### config.mk
export PLATFORM = sky130hd
export DESIGN_NAME = ultrasonic_range_min_of_sensors
export DESIGN_NICKNAME = d
export VERILOG_FILES = /design/src/hw/rtl/urm_pkg.sv /design/src/hw/rtl/urm_seq.sv /design/src/hw/rtl/ultrasonic_range_min_of_sensors.sv
export SDC_FILE = /design/constraint.sdc
export NUM_CORES = 1
export LEC_CHECK = 0
export BUFFER_PORTS_ARGS = -buffer_cell sky130_fd_sc_hd__buf_2
export CAP_MARGIN = 20
export CORE_ASPECT_RATIO = 0.75
export CORE_UTILIZATION = 55
export CTS_CLUSTER_DIAMETER = 40
export DETAILED_ROUTE_END_ITERATION = 10
export GPL_TIMING_DRIVEN = 0
export PLACE_DENSITY = 0.79
export SLEW_MARGIN = 0
export SYNTH_ARGS = -nofsm -noshare
export SYNTH_HDL_FRONTEND = slang
export SYNTH_HIERARCHICAL = 1
export SYNTH_SLANG_ARGS = --single-unit
### constraint.sdc
create_clock -name clock -period 4.8 [get_ports clock]
set_input_delay 0.72 -clock clock [delete_from_list [all_inputs] [get_ports clock]]
set_output_delay 0.72 -clock clock [all_outputs]
set_load 0.02 [all_outputs]
### src/hw/rtl/urm_pkg.sv
`default_nettype none

package urm_pkg;

   // Field and register widths
   localparam int TIMER_W    = 16;
   localparam int SUM_W      = 19;
   localparam int DIST_W     = 16;
   localparam int ECHO_W     = 4;
   localparam int SAMPLE_W   = 3;
   localparam int DIVISOR_W  = 12;
   localparam int DIVIDEND_W = SUM_W + 3;
   localparam int DCNT_W     = 5;
   localparam int CSR_IDX_W  = 3;
   localparam int CSR_DATA_W = 16;

   localparam int MAX_SENSORS_DEF = 4;

   // Register indexes
   localparam logic [CSR_IDX_W-1:0] CSR_TRIGGER_US = 3'd0;
   localparam logic [CSR_IDX_W-1:0] CSR_SAMPLES    = 3'd1;
   localparam logic [CSR_IDX_W-1:0] CSR_SENSORS    = 3'd2;
   localparam logic [CSR_IDX_W-1:0] CSR_US_PER_CM  = 3'd3;
   localparam logic [CSR_IDX_W-1:0] CSR_GAP_US     = 3'd4;

   // Register reset values
   localparam logic [7:0]  RST_TRIGGER_US = 8'd20;
   localparam logic [3:0]  RST_SAMPLES    = 4'd5;
   localparam logic [2:0]  RST_SENSORS    = 3'd3;
   localparam logic [7:0]  RST_US_PER_CM  = 8'd58;
   localparam logic [15:0] RST_GAP_US     = 16'd30000;

   localparam logic [3:0] MAX_SAMPLES = 4'd8;
   localparam logic [DIST_W-1:0] DIST_MAX = '1;

   typedef enum logic [4:0] {
      PH_IDLE = 5'b00001,
      PH_TRIG = 5'b00010,
      PH_WAIT = 5'b00100,
      PH_ECHO = 5'b01000,
      PH_GAP  = 5'b10000
   } phase_type;

   // Micro-operations issued by the sequencer
   typedef enum logic [2:0] {
      UOP_FETCH  = 3'd0,
      UOP_EVAL   = 3'd1,
      UOP_DLOAD  = 3'd2,
      UOP_DSTEP  = 3'd3,
      UOP_FINISH = 3'd4,
      UOP_EMIT   = 3'd5
   } uop_type;

   // Jump conditions
   typedef enum logic [2:0] {
      COND_ALWAYS   = 3'd0,
      COND_ACCEPT   = 3'd1,
      COND_NEED_DIV = 3'd2,
      COND_DIV_LAST = 3'd3,
      COND_OUT_FREE = 3'd4
   } cond_sel_type;

   typedef struct packed {
      uop_type op;
   } ctrl_type;

   typedef struct packed {
      logic accept;
      logic need_div;
      logic div_last;
      logic out_free;
   } flags_type;

   typedef struct packed {
      logic              start_req;
      logic [ECHO_W-1:0] echo_levels;
   } req_type;

   typedef struct packed {
      logic              trigger_level;
      logic              busy_res;
      logic              done_res;
      logic [DIST_W-1:0] nearest_distance;
   } rsp_type;

endpackage

`default_nettype wire

### src/hw/rtl/urm_seq.sv
`default_nettype none

module urm_seq (
   input  wire logic               clock,
   input  wire logic               reset,
   input  wire urm_pkg::flags_type flags,
   output urm_pkg::ctrl_type       ctrl
);
   import urm_pkg::*;

   localparam int UPC_W = 3;

   localparam logic [UPC_W-1:0] STEP_FETCH  = 3'd0;
   localparam logic [UPC_W-1:0] STEP_EVAL   = 3'd1;
   localparam logic [UPC_W-1:0] STEP_DLOAD  = 3'd2;
   localparam logic [UPC_W-1:0] STEP_DSTEP  = 3'd3;
   localparam logic [UPC_W-1:0] STEP_FINISH = 3'd4;
   localparam logic [UPC_W-1:0] STEP_EMIT   = 3'd5;

   typedef struct packed {
      uop_type          op;
      cond_sel_type     cond;
      logic [UPC_W-1:0] jump_t;
      logic [UPC_W-1:0] jump_f;
   } uword_type;

   function automatic uword_type ucode_rom(input logic [UPC_W-1:0] step);
      uword_type w;
      begin
         case (step)
            STEP_FETCH:  w = '{UOP_FETCH,  COND_ACCEPT,   STEP_EVAL,   STEP_FETCH};
            STEP_EVAL:   w = '{UOP_EVAL,   COND_NEED_DIV, STEP_DLOAD,  STEP_EMIT};
            STEP_DLOAD:  w = '{UOP_DLOAD,  COND_ALWAYS,   STEP_DSTEP,  STEP_DSTEP};
            STEP_DSTEP:  w = '{UOP_DSTEP,  COND_DIV_LAST, STEP_FINISH, STEP_DSTEP};
            STEP_FINISH: w = '{UOP_FINISH, COND_ALWAYS,   STEP_EMIT,   STEP_EMIT};
            STEP_EMIT:   w = '{UOP_EMIT,   COND_OUT_FREE, STEP_FETCH,  STEP_EMIT};
            default:     w = '{UOP_FETCH,  COND_ALWAYS,   STEP_FETCH,  STEP_FETCH};
         endcase
         return w;
      end
   endfunction

   logic [UPC_W-1:0] upc_ff, upc_in;
   uword_type        uword;
   logic             hit;

   always_comb begin
      uword = ucode_rom(upc_ff);
      case (uword.cond)
         COND_ALWAYS:   hit = 1'b1;
         COND_ACCEPT:   hit = flags.accept;
         COND_NEED_DIV: hit = flags.need_div;
         COND_DIV_LAST: hit = flags.div_last;
         COND_OUT_FREE: hit = flags.out_free;
         default:       hit = 1'b1;
      endcase
      upc_in  = hit ? uword.jump_t : uword.jump_f;
      ctrl.op = uword.op;
   end

   always_ff @(posedge clock) begin
      if (reset) begin
         upc_ff <= STEP_FETCH;
      end else begin
         upc_ff <= upc_in;
      end
   end

endmodule

`default_nettype wire

### src/hw/rtl/ultrasonic_range_min_of_sensors.sv
// Channel | Direction | Handshake           | Content
// req_    | in        | req_valid/req_stall | one microsecond tick: start_req, echo_levels
// rsp_    | out       | rsp_valid/rsp_stall | trigger, busy, done, nearest_distance
// csr_    | in        | csr_valid/csr_ready | register index and write data
//
// A tick passes through fetch, evaluate and emit, waiting in emit while the output stalls;
// a tick that closes a sensor adds load, the 22-step shift-subtract divider and finish.
// One tick is worked on at a time; the next one is taken while the last result waits.
// Reset is synchronous: registers return to defaults, phase goes idle.
// A stalled result is held in the output register until taken.
`default_nettype none

module ultrasonic_range_min_of_sensors #(
   parameter int MAX_SENSORS = urm_pkg::MAX_SENSORS_DEF
) (
   input  wire logic                               clock,
   input  wire logic                               reset,
   // tick input
   input  wire logic                               req_valid,
   output logic                                    req_stall,
   input  wire urm_pkg::req_type                   req_data,
   // result output
   output logic                                    rsp_valid,
   input  wire logic                               rsp_stall,
   output urm_pkg::rsp_type                        rsp_data,
   // register writes
   input  wire logic                               csr_valid,
   output logic                                    csr_ready,
   input  wire logic [urm_pkg::CSR_IDX_W-1:0]      csr_index,
   input  wire logic [urm_pkg::CSR_DATA_W-1:0]     csr_wdata
);
   import urm_pkg::*;

   localparam int SENS_W = (MAX_SENSORS > 1) ? $clog2(MAX_SENSORS) : 1;
   localparam logic [2:0] MAX_CNT = 3'(MAX_SENSORS);

   // ---------------------------------------------------------------
   // Configuration registers
   // ---------------------------------------------------------------
   logic [7:0]  trigger_us_ff;
   logic [3:0]  samples_ff;
   logic [2:0]  sensors_ff;
   logic [7:0]  us_per_cm_ff;
   logic [15:0] gap_us_ff;

   assign csr_ready = 1'b1;

   always_ff @(posedge clock) begin
      if (reset) begin
         trigger_us_ff <= RST_TRIGGER_US;
         samples_ff    <= RST_SAMPLES;
         sensors_ff    <= RST_SENSORS;
         us_per_cm_ff  <= RST_US_PER_CM;
         gap_us_ff     <= RST_GAP_US;
      end else if (csr_valid && csr_ready) begin
         case (csr_index)
            CSR_TRIGGER_US: trigger_us_ff <= csr_wdata[7:0];
            CSR_SAMPLES:    samples_ff    <= csr_wdata[3:0];
            CSR_SENSORS:    sensors_ff    <= csr_wdata[2:0];
            CSR_US_PER_CM:  us_per_cm_ff  <= csr_wdata[7:0];
            CSR_GAP_US:     gap_us_ff     <= csr_wdata;
            default: ;
         endcase
      end
   end

   // Clamp the loop limits to their legal ranges
   logic [3:0] eff_samples;
   logic [2:0] eff_sensors;

   always_comb begin
      if (samples_ff == 4'd0)             eff_samples = 4'd1;
      else if (samples_ff > MAX_SAMPLES)  eff_samples = MAX_SAMPLES;
      else                                eff_samples = samples_ff;

      if (sensors_ff == 3'd0)             eff_sensors = 3'd1;
      else if (sensors_ff > MAX_CNT)      eff_sensors = MAX_CNT;
      else                                eff_sensors = sensors_ff;
   end

   // ---------------------------------------------------------------
   // Sequencer
   // ---------------------------------------------------------------
   ctrl_type  ctrl;
   flags_type flags;

   urm_seq u_seq (
      .clock (clock),
      .reset (reset),
      .flags (flags),
      .ctrl  (ctrl)
   );

   // Ticks are taken only while the program sits at its fetch step
   assign req_stall = (ctrl.op != UOP_FETCH);
   wire accept = req_valid && !req_stall;

   // ---------------------------------------------------------------
   // Datapath state
   // ---------------------------------------------------------------
   phase_type             phase_ff,   phase_in;
   logic [SENS_W-1:0]     sensor_ff,  sensor_in;
   logic [SAMPLE_W-1:0]   sample_ff,  sample_in;
   logic [TIMER_W-1:0]    timer_ff,   timer_in;
   logic [SUM_W-1:0]      sum_ff,     sum_in;
   logic [DIST_W-1:0]     best_ff,    best_in;
   logic                  done_ff,    done_in;

   // latched tick
   logic                  start_ff,   start_in;
   logic [ECHO_W-1:0]     echo_ff,    echo_in;

   // divider
   logic [DIVISOR_W-1:0]  divisor_ff, divisor_in;
   logic [DIVISOR_W-1:0]  rem_ff,     rem_in;
   logic [DIVIDEND_W-1:0] quo_ff,     quo_in;
   logic [DCNT_W-1:0]     dcnt_ff,    dcnt_in;

   // output register
   logic                  rsp_valid_ff, rsp_valid_in;
   rsp_type               rsp_data_ff,  rsp_data_in;

   logic                  need_div;
   logic                  level;
   logic [TIMER_W-1:0]    gap_next;
   logic                  advance;
   logic [DIVISOR_W:0]    trial;
   logic [DIST_W-1:0]     sensor_dist;
   logic                  out_free;

   assign level    = echo_ff[sensor_ff];
   assign gap_next = timer_ff + 16'd1;
   assign trial    = {rem_ff, quo_ff[DIVIDEND_W-1]};
   assign out_free = !rsp_valid_ff || !rsp_stall;

   // A zero divisor makes every trial succeed: the quotient is all ones and saturates
   assign sensor_dist = (quo_ff[DIVIDEND_W-1:DIST_W] != '0) ? DIST_MAX : quo_ff[DIST_W-1:0];

   always_comb begin
      phase_in     = phase_ff;
      sensor_in    = sensor_ff;
      sample_in    = sample_ff;
      timer_in     = timer_ff;
      sum_in       = sum_ff;
      best_in      = best_ff;
      done_in      = done_ff;
      start_in     = start_ff;
      echo_in      = echo_ff;
      divisor_in   = divisor_ff;
      rem_in       = rem_ff;
      quo_in       = quo_ff;
      dcnt_in      = dcnt_ff;
      rsp_data_in  = rsp_data_ff;
      rsp_valid_in = rsp_valid_ff && rsp_stall;
      need_div     = 1'b0;
      advance      = 1'b0;

      case (ctrl.op)
         UOP_FETCH: begin
            // capture the tick
            if (accept) begin
               start_in = req_data.start_req;
               echo_in  = req_data.echo_levels;
            end
         end

         UOP_EVAL: begin
            done_in = 1'b0;
            case (phase_ff)
               PH_IDLE: begin
                  if (start_ff) begin
                     sensor_in = '0;
                     sample_in = '0;
                     sum_in    = '0;
                     best_in   = DIST_MAX;
                     phase_in  = PH_TRIG;
                     timer_in  = 16'd1;
                  end
               end
               PH_TRIG: begin
                  if (timer_ff >= {8'h00, trigger_us_ff}) begin
                     phase_in = PH_WAIT;
                     timer_in = '0;
                  end else begin
                     timer_in = timer_ff + 16'd1;
                  end
               end
               PH_WAIT: begin
                  if (level) begin
                     phase_in = PH_ECHO;
                     timer_in = 16'd1;
                  end
               end
               PH_ECHO: begin
                  if (level) begin
                     // saturate the echo width
                     if (timer_ff != '1) timer_in = timer_ff + 16'd1;
                  end else begin
                     sum_in   = sum_ff + SUM_W'(timer_ff);
                     timer_in = '0;
                     if (gap_us_ff == '0) advance  = 1'b1;
                     else                 phase_in = PH_GAP;
                  end
               end
               PH_GAP: begin
                  timer_in = gap_next;
                  if (gap_next >= gap_us_ff) advance = 1'b1;
               end
               default: begin
                  phase_in = PH_IDLE;
                  timer_in = '0;
               end
            endcase

            // next sample of the same sensor, or hand off to the divider
            if (advance) begin
               if ((4'(sample_ff) + 4'd1) < eff_samples) begin
                  sample_in = sample_ff + 3'd1;
                  phase_in  = PH_TRIG;
                  timer_in  = 16'd1;
               end else begin
                  need_div = 1'b1;
               end
            end
         end

         UOP_DLOAD: begin
            divisor_in = DIVISOR_W'(us_per_cm_ff * eff_samples);
            quo_in     = {sum_ff, 3'b000};
            rem_in     = '0;
            dcnt_in    = '0;
         end

         UOP_DSTEP: begin
            // one quotient bit per cycle, restoring
            if (trial >= {1'b0, divisor_ff}) begin
               rem_in = DIVISOR_W'(trial - {1'b0, divisor_ff});
               quo_in = {quo_ff[DIVIDEND_W-2:0], 1'b1};
            end else begin
               rem_in = trial[DIVISOR_W-1:0];
               quo_in = {quo_ff[DIVIDEND_W-2:0], 1'b0};
            end
            dcnt_in = dcnt_ff + 5'd1;
         end

         UOP_FINISH: begin
            if (sensor_dist < best_ff) best_in = sensor_dist;
            sample_in = '0;
            sum_in    = '0;
            if ((3'(sensor_ff) + 3'd1) >= eff_sensors) begin
               // last sensor: end of run
               phase_in  = PH_IDLE;
               timer_in  = '0;
               sensor_in = '0;
               done_in   = 1'b1;
            end else begin
               sensor_in = sensor_ff + SENS_W'(1);
               phase_in  = PH_TRIG;
               timer_in  = 16'd1;
            end
         end

         UOP_EMIT: begin
            if (out_free) begin
               rsp_valid_in                 = 1'b1;
               rsp_data_in.trigger_level    = (phase_ff == PH_TRIG);
               rsp_data_in.busy_res         = (phase_ff != PH_IDLE);
               rsp_data_in.done_res         = done_ff;
               rsp_data_in.nearest_distance = done_ff ? best_ff : '0;
            end
         end

         default: ;
      endcase
   end

   always_comb begin
      flags.accept   = accept;
      flags.need_div = need_div;
      flags.div_last = (dcnt_ff == 5'(DIVIDEND_W - 1));
      flags.out_free = out_free;
   end

   always_ff @(posedge clock) begin
      if (reset) begin
         phase_ff     <= PH_IDLE;
         sensor_ff    <= '0;
         sample_ff    <= '0;
         timer_ff     <= '0;
         sum_ff       <= '0;
         best_ff      <= DIST_MAX;
         done_ff      <= 1'b0;
         rsp_valid_ff <= 1'b0;
      end else begin
         phase_ff     <= phase_in;
         sensor_ff    <= sensor_in;
         sample_ff    <= sample_in;
         timer_ff     <= timer_in;
         sum_ff       <= sum_in;
         best_ff      <= best_in;
         done_ff      <= done_in;
         rsp_valid_ff <= rsp_valid_in;
      end
   end

   // payload: no reset
   always_ff @(posedge clock) begin
      start_ff    <= start_in;
      echo_ff     <= echo_in;
      divisor_ff  <= divisor_in;
      rem_ff      <= rem_in;
      quo_ff      <= quo_in;
      dcnt_ff     <= dcnt_in;
      rsp_data_ff <= rsp_data_in;
   end

   assign rsp_valid = rsp_valid_ff;
   assign rsp_data  = rsp_data_ff;

endmodule

`default_nettype wire

==> run metrics <==
final core utilization=63.2%; Total GRT Usage=25.5%; placed inst area=11600 um2; chip width=166 um; # H-tree levels=4; fin. max-slew vios=0; pin count of the biggest net entering global routing=24; final design instance area without fill=12300 um2; crit path max-delay cell type=o41ai_4; multi-input logic area=6190 um2; Pwr Density=325 nW/um2; Synth top area share=20.4%; Seq/Total Area, Yosys=39.4%; Initial Util=56.7%; synthesized cell area=11000 um2; YS warnings=6; largest cells by area after synthesis=edfxtp_1, dfxtp_1, ha_1; top_reg_cell synth=dfxtp_1; RSZ-0062 raised after global routing=no; DRC viols=10; cell accounting for the most synthesized area=edfxtp_1; Hold Vio Cnt, Final=0; max_slew headroom=32.3%; IO buf count=49; antenna-violating nets left=0; vias in the first global route=8455; Top Ports=51; Req. time, crit path=5.15 ns; CP top delay family=simple AND/OR/NAND/NOR gates; Critical Path Sink Type=flop; DP HPWL=19000 um; ys async rst share=0%; period utilisation layout=95.2%; nets@finish=1398; Die Ht=125 um; Worst setup SP type=flop; clk_lat worst skew=0.45 ns; max-cap violation count=0; Hold/Removal Path Class=input port to flop; FF/Latch Area=4360 um2; detailed-route via count=8932; first-pass GRT wire length=42300 um; RePlAce Congestion=0.915; FF+latch count, synth=180; Power, Total=4000 uW; Root Driver=clkbuf_16; crit path DAT=4.92 ns; Worst Path Max Fanout=9; cts bufs inserted=17; Max Fclk=219 MHz; CP cell instances=ha_1 -> and3_1 -> and3_1 -> clkbuf_1 -> nand3_1 -> nor2_1 -> xor2_1 -> ha_1 -> nand4_1 -> o41ai_4 -> nor2_1 -> a21oi_1 -> nor2_1 -> nor3_2 -> mux2_4 -> nand3b_2 -> and3_1; Die ar.=20700 um2; initial antenna violation count=0; n_diodes=0; CTS tree=yes; clock tree buffer depth=2; failing checks=design-rule violations; Avg Inst Size Synth=9.27 um2; count of cell types in the netlist=80; final setup fails=0; status=finished with violations; Worst VDD drop=280 uV; global route total overflow=0; core area=19500 um2; actual slew at the worst max-slew pin=1.01 ns; Mapped Nets=1328; CP Buf/Inv Count=1; # fillers=1596; Syn Inst Count=1191; Pleak=0.00545 uW; Worst Clk Skew=0.0117 ns; Via density=5.85; EDFF count, synth=75; final worst path period need=4.57 ns; peak per-stage delay on the critical path=0.53 ns; worst setup path class=flop to flop; hold slack=0.442 ns; DR iter-0 viols=748; wirelength, routed=25500 um; postcts setup bufs=0; DR pass1 iterations=10; area grow syn2layout=11.5%; clock sink total=180; share of cells above drive strength 1=11.9%; clock-pin slew on the worst setup and hold paths=0.08 ns; num rows=44; WL/cell=16.7 um
[synth_stat cells (all sizes together), types with 9 or more instances]
cell type	count
a211o	10
a21o	21
a21oi	84
a22o	11
a22oi	11
and2	45
and3	14
buf	9
clkbuf	31
dfxtp	105
edfxtp	75
fa	14
ha	94
inv	99
mux2	22
mux2i	11
nand2	121
nand2b	13
nand3	19
nand3b	19
nand4	13
nor2	93
nor2b	16
nor3	18
nor4	13
o21ai	39
o22a	17
or2	19
xnor2	26
xor2	19
[through the flow]
step | setup TNS (ns) | instances | worst slack [ns]
after floorplan | 0 | 1191 | 1.18
after global placement | -1.98 | 1493 | -0.219
after detailed placement | 0 | 1494 | 0.0351
after CTS | 0 | 1526 | 0.00555
after global routing | 0 | 1527 | 0.0131
final | 0 | 1527 | 0.232
[kinds of logic (layout without fill, tap and decap cells)]
group | after synthesis | count (layout) | share of synthesized area, %
and+or+nand+nor | 424 | 424 | 19.6
AOI/OAI and AO/OA | 260 | 260 | 15.7
DFF | 180 | 180 | 39.4
buffers and inverters | 139 | 222 | 4.95
adders and majority gates | 108 | 108 | 13.2
xor gates and xnor gates | 45 | 45 | 3.57
muxes | 34 | 34 | 3.51
other | 1 | 1 | 0.0340
[sequential cells by signal, indices dropped and copies added, names as in the netlist, 2 cells and up]
name	flops
rem_ff	12
sensor_ff	2
trigger_us_ff	8
dcnt_ff	5
gap_us_ff	16
sum_ff	19
divisor_ff	12
u_seq/upc_ff	3
samples_ff	4
quo_ff	22
us_per_cm_ff	8
rsp_data	19
timer_ff	16
sample_ff	3
echo_ff	4
best_ff	16
phase_ff	5
sensors_ff	3
[area by class of cell]
type / count / share of cell area (%)
Clock inverter: 15 / 1.52
Clock buffer: 17 / 3.46
Tap cell: 253 / 2.57
Inverter: 99 / 3.02
Buffer: 40 / 1.42
Sequential cell: 180 / 35.4
Timing Repair Buffer: 51 / 2.34
Multi-Input combinational cell: 872 / 50.3
[final timing paths]
| path | slack (ns) | endpoint | depth (start not counted) | start |
|---|---|---|---|---|
| worst min-delay path | 0.44 | start_ff | 1 | req_data[4] |
| worst max-delay path | 0.23 | u_seq/upc_ff[0] | 17 | timer_ff[0] |
| worst max register to register | 0.23 | u_seq/upc_ff[0] | 17 | timer_ff[0] |
| worst min register to register | 0.46 | trigger_us_ff[7] | 2 | trigger_us_ff[7] |
[cells in the final DEF (no fill, tap or decap), types with 12 or more instances in the layout]
master | synthesis | layout
nand2_1 | 120 | 120
dfxtp_1 | 105 | 103
inv_1 | 99 | 99
ha_1 | 94 | 94
nor2_1 | 93 | 93
a21oi_1 | 84 | 83
edfxtp_1 | 75 | 75
buf_2 | 2 | 51
and2_1 | 44 | 44
o21ai_0 | 36 | 36
clkbuf_1 | 31 | 31
xnor2_1 | 26 | 26
a21o_1 | 21 | 21
mux2_2 | 20 | 20
or2_2 | 19 | 19
xor2_1 | 19 | 19
nand3_1 | 19 | 19
nand3b_1 | 18 | 18
o22a_1 | 17 | 17
clkbuf_16 | 0 | 17
nor2b_1 | 16 | 15
nor3_1 | 17 | 15
and3_1 | 14 | 14
fa_1 | 14 | 14
nand4_1 | 13 | 13
nand2b_1 | 13 | 13
nor4_1 | 12 | 12
[repair_timing]
item | in CTS | in global routing
hold buffers | 0 | 0
setup endpoints to repair | 1 | 21
resized for setup | 1 | 6
[where the power goes]
| part | leakage [uW] | total [uW] | internal (uW) | switching, uW |
|---|---|---|---|---|
| combinational | 0.00362 | 778 | 283 | 496 |
| sequential | 0.00154 | 1770 | 1690 | 81.1 |
| clock | 0.000291 | 1450 | 748 | 701 |
| total | 0.00545 | 4000 | 2720 | 1280 |
[layer usage]
layer	global-route usage, %	share of wire, %
met3	4.51	7.2
met1	37.9	49
met5	0	0
met2	37.3	42
met4	8.03	1.6
Note: power is estimated with default switching activity, not from simulation.
